<file path="config.mk">
export PLATFORM = sky130hd
export DESIGN_NAME = modular_exponentiation_top
export DESIGN_NICKNAME = d
export VERILOG_FILES = /design/src/rtl/core/modexp_pkg.sv /design/src/rtl/core/modexp_mulmod.sv /design/src/rtl/core/modular_exponentiation_top.sv
export SDC_FILE = /design/constraint.sdc
export NUM_CORES = 1
export LEC_CHECK = 0
export BUFFER_PORTS_ARGS = -buffer_cell sky130_fd_sc_hd__buf_2
export CORE_UTILIZATION = 55
export DETAILED_ROUTE_END_ITERATION = 12
export HOLD_SLACK_MARGIN = 0.12
export PLACE_DENSITY = 0.84
export SLEW_MARGIN = 20
export SYNTH_ARGS = -nofsm -noshare
export SYNTH_HDL_FRONTEND = slang
export SYNTH_SLANG_ARGS = --single-unit
</file>
<file path="constraint.sdc">
create_clock -name clk -period 7.3 [get_ports clk]
set_input_delay 0.365 -clock clk [delete_from_list [all_inputs] [get_ports clk]]
set_output_delay 0.365 -clock clk [all_outputs]
set_load 0.005 [all_outputs]
</file>
<file path="src/rtl/core/modexp_pkg.sv">
// modexp_pkg: shared constants and control structs for the modular exponentiation block
// no dependencies
`default_nettype none
package modexp_pkg;
  localparam int OPERAND_BITS_DEF = 31;
  localparam int RESULT_BITS      = 31;

  typedef enum logic [2:0] {
    ST_IDLE,
    ST_RED,
    ST_MUL,
    ST_SQR,
    ST_FIN
  } state_t;

  typedef struct packed {
    logic go;
  } mm_req_t;

  typedef struct packed {
    logic done;
    logic busy;
  } mm_stat_t;
endpackage
`default_nettype wire

</file>
<file path="src/rtl/core/modexp_mulmod.sv">
// modexp_mulmod: bit-serial interleaved modular multiplier, one bit of x per cycle
// depends on modexp_pkg; requires a <= m and m != 0
`default_nettype none
module modexp_mulmod import modexp_pkg::*; #(
  parameter int OPERAND_BITS = OPERAND_BITS_DEF
) (
  input  wire logic                    clk,
  input  wire logic                    rst_n,
  input  wire mm_req_t                 req,
  input  wire logic [OPERAND_BITS-1:0] x,
  input  wire logic [OPERAND_BITS-1:0] a,
  input  wire logic [OPERAND_BITS-1:0] m,
  output mm_stat_t                     stat,
  output logic [OPERAND_BITS-1:0]      res
);
  localparam int CW = $clog2(OPERAND_BITS + 1);
  localparam int WW = OPERAND_BITS + 2;

  logic [OPERAND_BITS-1:0] r_r, r_nxt, x_r, a_r, m_r;
  logic [CW-1:0]           cnt_r;
  logic                    run_r, done_r;
  logic [WW-1:0]           t0, t1, u0, u1, mw;

  always_comb begin
    mw = WW'(m_r);
    t0 = {1'b0, r_r, 1'b0};
    t1 = (t0 >= mw) ? t0 - mw : t0;
    u0 = t1 + (x_r[OPERAND_BITS-1] ? WW'(a_r) : '0);
    u1 = (u0 >= mw) ? u0 - mw : u0;
    r_nxt = u1[OPERAND_BITS-1:0];
  end

  always_ff @(posedge clk) begin
    if (!rst_n) begin
      run_r  <= 1'b0;
      done_r <= 1'b0;
      cnt_r  <= '0;
    end else begin
      done_r <= 1'b0;
      if (req.go) begin
        run_r <= 1'b1;
        cnt_r <= CW'(OPERAND_BITS);
      end else if (run_r) begin
        cnt_r <= cnt_r - 1'b1;
        if (cnt_r == CW'(1)) begin
          run_r  <= 1'b0;
          done_r <= 1'b1;
        end
      end
    end
  end

  always_ff @(posedge clk) begin
    if (req.go) begin
      r_r <= '0;
      x_r <= x;
      a_r <= a;
      m_r <= m;
    end else if (run_r) begin
      r_r <= r_nxt;
      x_r <= {x_r[OPERAND_BITS-2:0], 1'b0};
    end
  end

  assign stat.done = done_r;
  assign stat.busy = run_r;
  assign res       = r_r;
endmodule
`default_nettype wire

</file>
<file path="src/rtl/core/modular_exponentiation_top.sv">
// modular_exponentiation_top: right-to-left square-and-multiply sequencer
// depends on modexp_pkg and modexp_mulmod
//
// channel  ports                                    dir  handshake
// input    in_base, in_exponent, in_modulus         in   start & !busy
// result   out_power_result, out_zero_modulus_error out  out_strobe, one cycle
//
// one shared bit-serial mulmod unit computes every product
// a word takes 1 + ones(e) + max(bitlen(e)-1, 0) products,
// at most about 2*OPERAND_BITS products
// zero modulus goes straight to ST_FIN; busy stays high until the strobe cycle ends
// synchronous active-low reset returns to idle; the receiver cannot stall
`default_nettype none
module modular_exponentiation_top import modexp_pkg::*; #(
  parameter int OPERAND_BITS = OPERAND_BITS_DEF
) (
  input  wire logic                    clk,
  input  wire logic                    rst_n,
  input  wire logic                    start,
  output logic                         busy,
  input  wire logic [OPERAND_BITS-1:0] in_base,
  input  wire logic [OPERAND_BITS-1:0] in_exponent,
  input  wire logic [OPERAND_BITS-1:0] in_modulus,
  output logic                         out_strobe,
  output logic [RESULT_BITS-1:0]       out_power_result,
  output logic                         out_zero_modulus_error
);
  state_t state_r, state_nxt;

  // operand registers
  logic [OPERAND_BITS-1:0] e_r, m_r, acc_r, sq_r;
  logic                    err_r;
  logic [OPERAND_BITS-1:0] e_sh;

  mm_req_t                 mm_req;
  mm_stat_t                mm_stat;
  logic [OPERAND_BITS-1:0] mm_x, mm_a, mm_res;

  logic accept;
  assign accept = start && (state_r == ST_IDLE);
  assign e_sh   = e_r >> 1;

  // next state
  always_comb begin
    state_nxt = state_r;
    unique case (state_r)
      ST_IDLE: if (accept) state_nxt = (in_modulus == '0) ? ST_FIN : ST_RED;
      ST_RED: if (mm_stat.done) begin
        if (e_r == '0)   state_nxt = ST_FIN;
        else if (e_r[0]) state_nxt = ST_MUL;
        else             state_nxt = ST_SQR;
      end
      ST_MUL: if (mm_stat.done) state_nxt = (e_sh == '0) ? ST_FIN : ST_SQR;
      ST_SQR: if (mm_stat.done) state_nxt = e_sh[0] ? ST_MUL : ST_SQR;
      ST_FIN: state_nxt = ST_IDLE;
      default: state_nxt = ST_IDLE;
    endcase
  end

  // unit launch and operand select
  always_comb begin
    mm_req.go = 1'b0;
    mm_x      = sq_r;
    mm_a      = sq_r;
    unique case (state_r)
      ST_IDLE: begin
        // base mod m, fed as base times one
        mm_req.go = accept && (in_modulus != '0);
        mm_x      = in_base;
        mm_a      = OPERAND_BITS'(1);
      end
      ST_RED: begin
        mm_req.go = mm_stat.done && (e_r != '0);
        mm_x      = e_r[0] ? acc_r : mm_res;
        mm_a      = mm_res;
      end
      ST_MUL: begin
        mm_req.go = mm_stat.done && (e_sh != '0);
        mm_x      = sq_r;
        mm_a      = sq_r;
      end
      ST_SQR: begin
        mm_req.go = mm_stat.done;
        mm_x      = e_sh[0] ? acc_r : mm_res;
        mm_a      = mm_res;
      end
      ST_FIN: mm_req.go = 1'b0;
      default: mm_req.go = 1'b0;
    endcase
  end

  always_ff @(posedge clk) begin
    if (!rst_n) state_r <= ST_IDLE;
    else        state_r <= state_nxt;
  end

  always_ff @(posedge clk) begin
    unique case (state_r)
      ST_IDLE: if (accept) begin
        e_r   <= in_exponent;
        m_r   <= in_modulus;
        err_r <= (in_modulus == '0);
        acc_r <= (in_modulus == '0) ? '0 : OPERAND_BITS'(1);
      end
      ST_RED: if (mm_stat.done) sq_r <= mm_res;
      ST_MUL: if (mm_stat.done) acc_r <= mm_res;
      ST_SQR: if (mm_stat.done) begin
        sq_r <= mm_res;
        e_r  <= e_sh;
      end
      ST_FIN: ;
      default: ;
    endcase
  end

  modexp_mulmod #(.OPERAND_BITS(OPERAND_BITS)) u_mulmod (
    .clk  (clk),
    .rst_n(rst_n),
    .req  (mm_req),
    .x    (mm_x),
    .a    (mm_a),
    .m    ((state_r == ST_IDLE) ? in_modulus : m_r),
    .stat (mm_stat),
    .res  (mm_res)
  );

  assign busy                   = (state_r != ST_IDLE);
  assign out_strobe             = (state_r == ST_FIN);
  assign out_power_result       = RESULT_BITS'(acc_r);
  assign out_zero_modulus_error = err_r;

  // checks
  a_err_zero: assert property (@(posedge clk) disable iff (!rst_n)
    out_strobe && out_zero_modulus_error |-> out_power_result == '0)
    else $error("error result not zero");
  a_accept_busy: assert property (@(posedge clk) disable iff (!rst_n)
    start && !busy |=> busy)
    else $error("accepted word did not raise busy");
  a_strobe_once: assert property (@(posedge clk) disable iff (!rst_n)
    out_strobe |=> !out_strobe)
    else $error("strobe longer than one cycle");
  a_unit_idle: assert property (@(posedge clk) disable iff (!rst_n)
    mm_req.go |-> !mm_stat.busy)
    else $error("unit relaunched while running");
endmodule
`default_nettype wire
</file>
=== Yosys cells after proc, flatten, opt, wreduce, memory -nomap -nowiden ===
Cells that the tools add are included.

* Flip-flop bits (word level): 259
* Input bits: 96
* Output and inout port bits: 34

* $add $sub $neg: 4
* Magnitude comparators: 2
* Eq/ne operators: 9
* Multiplexer cells: 34
* Bitwise operators: 2
* Reductions and logical operators: 22

{| class="wikitable"
|+ Operators with widths
! cell !! count
|-
| 2-to-1 mux 31 bit || 11
|-
| one-hot mux 31 bit (2 select lines) || 3
|-
| logical NOT 31 bit || 3
|-
| one-hot mux 31 bit (3 select lines) || 1
|-
| nonzero test 31 bit || 3
|-
| adder 33 x 31 -> 33 bit || 1
|-
| >= comparator 33 x 31 -> 1 bit || 1
|-
| 2-to-1 mux 33 bit || 1
|-
| subtractor 32 x 31 -> 33 bit || 1
|-
| >= comparator 32 x 31 -> 1 bit || 1
|-
| subtractor 31 bit || 1
|-
| 2-to-1 mux 3 bit || 7
|-
| one-hot mux 3 bit (4 select lines) || 1
|-
| 2-to-1 mux 5 bit || 2
|-
| 2-to-1 mux 1 bit || 7
|-
| equality test 3 x 2 -> 1 bit (second input constant) || 2
|-
| inequality test 2 x 1 -> 1 bit (second input constant) || 3
|-
| AND reduction 3 bit || 2
|-
| nonzero test 2 bit || 3
|-
| equality test 5 x 1 -> 1 bit (second input constant) || 1
|-
| subtractor 5 x 1 -> 5 bit (second input constant) || 1
|-
| logical AND 1 bit || 4
|-
| one-hot mux 1 bit (4 select lines) || 1
|-
| AND reduction 2 bit || 2
|-
| other kinds (9) || 10
|}

=== Longest topological paths before layout ===
* Depth after elaboration: 5
* Gate-level depth with buffers: 36

=== Cells and area by module ===
Synthesis repeated with hierarchy kept, for this count alone.

* Cells, all modules: 1,612
* Area total of the unflattened synthesis: 16,353.2 um2

{| class="wikitable"
|+ Modules (own cells, without submodules)
! module !! instances !! cells each !! area each (um2) !! sequential area each (um2)
|-
| modexp_mulmod || 1 || 1,097 || 10,168.5 || 3,553.4
|-
| modular_exponentiation_top || 1 || 515 || 6,184.7 || 3,813.7
|}

=== Least setup slack after synthesis ===
Ideal clock, no wire load.

* Kind: flip-flop to flip-flop
* From: register u_mulmod.m_r[26]
* To: register u_mulmod.r_r[26] (netlist: u_mulmod.res[26])
* Library setup time: 0.132 ns
* Arrival time: 7.268 ns
* Setup slack: -0.100 ns
* Cell stages (with the launch flop): 36
* Path buffers: 5
* Cells stage by stage: edfxtp_1 inv_1 ha_1 clkbuf_1 a21o_1 a21o_1 a21oi_1 o22ai_1 a2111oi_2 nand2_1 clkbuf_1 buf_1 a21oi_1 ha_1 nor2b_1 o31a_1 o2bb2ai_1 o311ai_1 a221oi_2 o21ai_0 a221o_1 a21oi_1 xnor2_1 ha_1 clkbuf_1 nand3_1 or4_1 o31ai_1 a21oi_1 o21ai_0 a21o_1 nand4b_4 a2bb2oi_4 buf_2 mux2i_1 a21oi_1

* Longest elaborated chain between the ends: 5

{| class="wikitable"
|+ RTL lines
! what !! RTL line !! text
|-
| start, declared || modexp_mulmod.sv:19 || <nowiki>logic [OPERAND_BITS-1:0] r_r, r_nxt, x_r, a_r, m_r;</nowiki>
|-
| start signal, assigned || modexp_mulmod.sv:58 || <nowiki>m_r <= m;</nowiki>
|-
| subtractor 32 x 31 -> 33 bit / >= comparator 32 x 31 -> 1 bit (equally long branches) || modexp_mulmod.sv:27 || <nowiki>t1 = (t0 >= mw) ? t0 - mw : t0;</nowiki>
|-
| 2-to-1 mux 33 bit || modexp_mulmod.sv:27 ||
|-
| adder 33 x 31 -> 33 bit || modexp_mulmod.sv:28 || <nowiki>u0 = t1 + (x_r[OPERAND_BITS-1] ? WW'(a_r) : '0);</nowiki>
|-
| subtractor 31 bit / >= comparator 33 x 31 -> 1 bit (equally long branches) || modexp_mulmod.sv:29 || <nowiki>u1 = (u0 >= mw) ? u0 - mw : u0;</nowiki>
|-
| 2-to-1 mux 31 bit (*) || modexp_mulmod.sv:29 ||
|-
| end signal, assigned || modexp_mulmod.sv:60 || <nowiki>r_r <= r_nxt;</nowiki>
|-
| end, declared || modexp_mulmod.sv:19 ||
|}

Mark *: on every way between the ends. The rest lies on a longest branch, timed or not.
A chain may end at the register's enable or synchronous reset.

=== Worst setup path in the final report ===
* From: register u_mulmod.m_r[0]
* To: register u_mulmod.r_r[16] (netlist: u_mulmod.res[16])

The elaborated chain is that of the path after synthesis.

==> impl_metrics.ini <==
[placement]
placedCellCount = 2163
gp_congestion = 0.957
portBuffers = 129
place_hpwl_um = 31700
pre_cts_ws_ps = -145

[global_routing]
grt_pass1_vias = 13400
antenna_found_initial = 0
grt_max_degree = 71
grt_pass1_wl_um = 71100
grt_use_total_pct = 29.6
grt-ovfl-total = 0

[finish]
layout_common_cells = edfxtp_1, nand2_1, buf_4, buf_2, a21oi_1
fin_nets = 2077
final_common_cell = edfxtp_1
area_growth_pct = 25.3
fin_cells = 2287
n_antenna_cell = 0
nFillCells = 2000
drive_gt1_share_pct = 25.3

[sta]
min_period_ps = 7290
rsz0062_at_grt = yes
relSlewSlack_pct = 30.8
worst_pin_slew_ps = 1030
setup_viol = 0
setup_slack_ps = 9.99
setup_tns_ps = 0
hold_viol_final = 0
fmax_mhz = 137
fin_skew_ps = 12.0
holdWs_ps = 123
layout_worst_path_cycle_share_pct = 99.9
slew_violations = 0

[yosys]
netlist_area_sq_um = 16000
syn_nets = 1795
avgSynthCellArea_sq_um = 10.0
synth_warnings = 0
yosysUniqueCellTypes = 78
synth_edf_count = 218
seq_area_frac_synth_pct = 46.0
ys.flop_type = edfxtp_1
synthCells = 1601
ys_seq_elements = 259
synth_top_cell_area_share_pct = 40.9
synth_area_leaders = edfxtp_1, ha_1, dfxtp_1
synth_area_leader_cell = edfxtp_1
async_flop_share_pct = 0

[drt]
firstDrtPassIters = 9
wl_um = 47100
drtIter0Drc = 1693
drc_errors = 0
vias = 14300
postRouteAntennaNets = 0
routed_via_density = 6.24
drt-wirelength-per-cell_um = 20.6

[floorplan]
die-area_sq_um = 29800
ios = 130
core_sq_um = 28700
start_util_pct = 55.8
num_rows = 62
die_h_um = 173
die_x_um = 173

[critical_path]
crit_type = flop to flop
max_stage_delay_ps = 530
cp-end-kind = flop
startpoint_type = flop
cp_max_fo = 4
crit_required_ps = 7710
cpMostUsedCell = a21oi_1
worstPathArrival_ps = 7700
worst_path_max_delay_cell = or4_4
rrSetupSlack_ps = 10

[clocking]
cts_made_buffers = 28
worstSkewPairLatency_ps = 560
cts_max_level = 1
cts_tree = built
clk_path_buf_depth = 3
ctsRootBufferMaster = clkbuf_16
cts_num_sinks = 259
clk_pin_slew_ps = 70

[power_and_ir_drop]
leakage_nw = 8.36
power_density_nw_per_um2 = 538
max-vdd-ir-drop_uv = 287

[min_path]
hp-class = primary input to flop

[run_status]
status = completed

[run]
max_cap_violations = 0
-- final timing paths --
check,cells past startpoint,to,start
setup / recovery,33,u_mulmod.res[16],u_mulmod.m_r[0]
hold / removal,2,e_r[1],in_exponent[1]
setup reg to reg,33,u_mulmod.res[16],u_mulmod.m_r[0]
hold reg to reg,2,u_mulmod.m_r[5],m_r[5]
-- synth_stat cells (31+ instances only) --
master	n
mux2_2	39
a21oi_1	136
a31oi_1	38
a21o_1	42
clkbuf_1	65
a222oi_1	31
xnor2_1	54
nand2_1	184
dfxtp_1	41
inv_1	60
edfxtp_1	218
o21ai_0	75
and2_1	67
nor2_1	120
ha_1	95
-- metal layers --
metal	GRT usage, %	routed length (um)	up-vias	part of all wire [%]
met4	6.96	1130	0	2.4
li1	-	-	6533	-
met2	45.7	20900	880	44
met1	43.1	19700	6763	42
met5	0	0	-	0
met3	5.61	5370	99	11
-- sequential cells by signal, indices dropped and copies added, names as in the netlist, 5 cells and up --
name,cells
u_mulmod.cnt_r,5
u_mulmod.a_r,31
e_r,31
u_mulmod.x_r,31
u_mulmod.m_r,31
m_r,31
u_mulmod.res,31
out_power_result,31
sq_r,31
-- repair_timing --
action,CTS,global route
hold buffers,51,1
resized for setup,15,133
hold endpoints to repair,67,1
buffers inserted,4,17
gates cloned,1,1
setup endpoints to repair,31,31
pin swaps,5,73
-- metrics by stage --
stage | instance area, sq um | power, mW | utilization, %
6_report | 20100 | 10.8 | 69.9
3_5_place_dp | 17800 | 8.13 | 62.1
4_1_cts | 19300 | 9.67 | 67.3
2_1_floorplan | 16000 | 6.20 | -
3_3_place_gp | 17800 | 7.96 | 62.1
5_1_grt | 20100 | 11.4 | 69.9
-- kinds of logic after synthesis --
| family | Yosys count | synth area share, % |
|---|---|---|
| adder cells (fa/ha/maj) | 98 | 7.80 |
| multiplexers | 63 | 4.24 |
| AO/OA/AOI/OAI | 454 | 19.0 |
| XOR/XNOR | 85 | 4.70 |
| buffers and inverters | 140 | 3.34 |
| AND/OR/NAND/NOR | 502 | 14.9 |
| flip-flops | 259 | 46.0 |
-- cell type report --
| cell class | instances | area, sq um | share of cell area, % |
|---|---|---|---|
| clock buffers | 33 | 741 | 3.69 |
| multi-input cells | 1202 | 8730 | 43.5 |
| inverters | 62 | 235 | 1.17 |
| clock inverters | 17 | 95.1 | 0.474 |
| well taps | 384 | 480 | 2.39 |
| repair buffers | 330 | 2410 | 12.0 |
| flip-flops and latches | 259 | 7370 | 36.7 |
-- worst max-delay path: cells and delay by family, from the launching register on --
kind / cells / cell delay (ps)
compound gates: 15 / 2670
mux: 1 / 240
buf+inv: 2 / 290
flops: 1 / 490
xor+xnor: 2 / 240
fa+ha+maj: 3 / 970
simple gates: 10 / 2280
-- power breakdown --
| part | switching, mW | internal [mW] |
|---|---|---|
| sequential | 0.0933 | 1.82 |
| combinational | 4.14 | 3.42 |
| clock | 0.608 | 0.723 |
| total | 4.84 | 5.96 |
(Power assumes the default switching activity.)
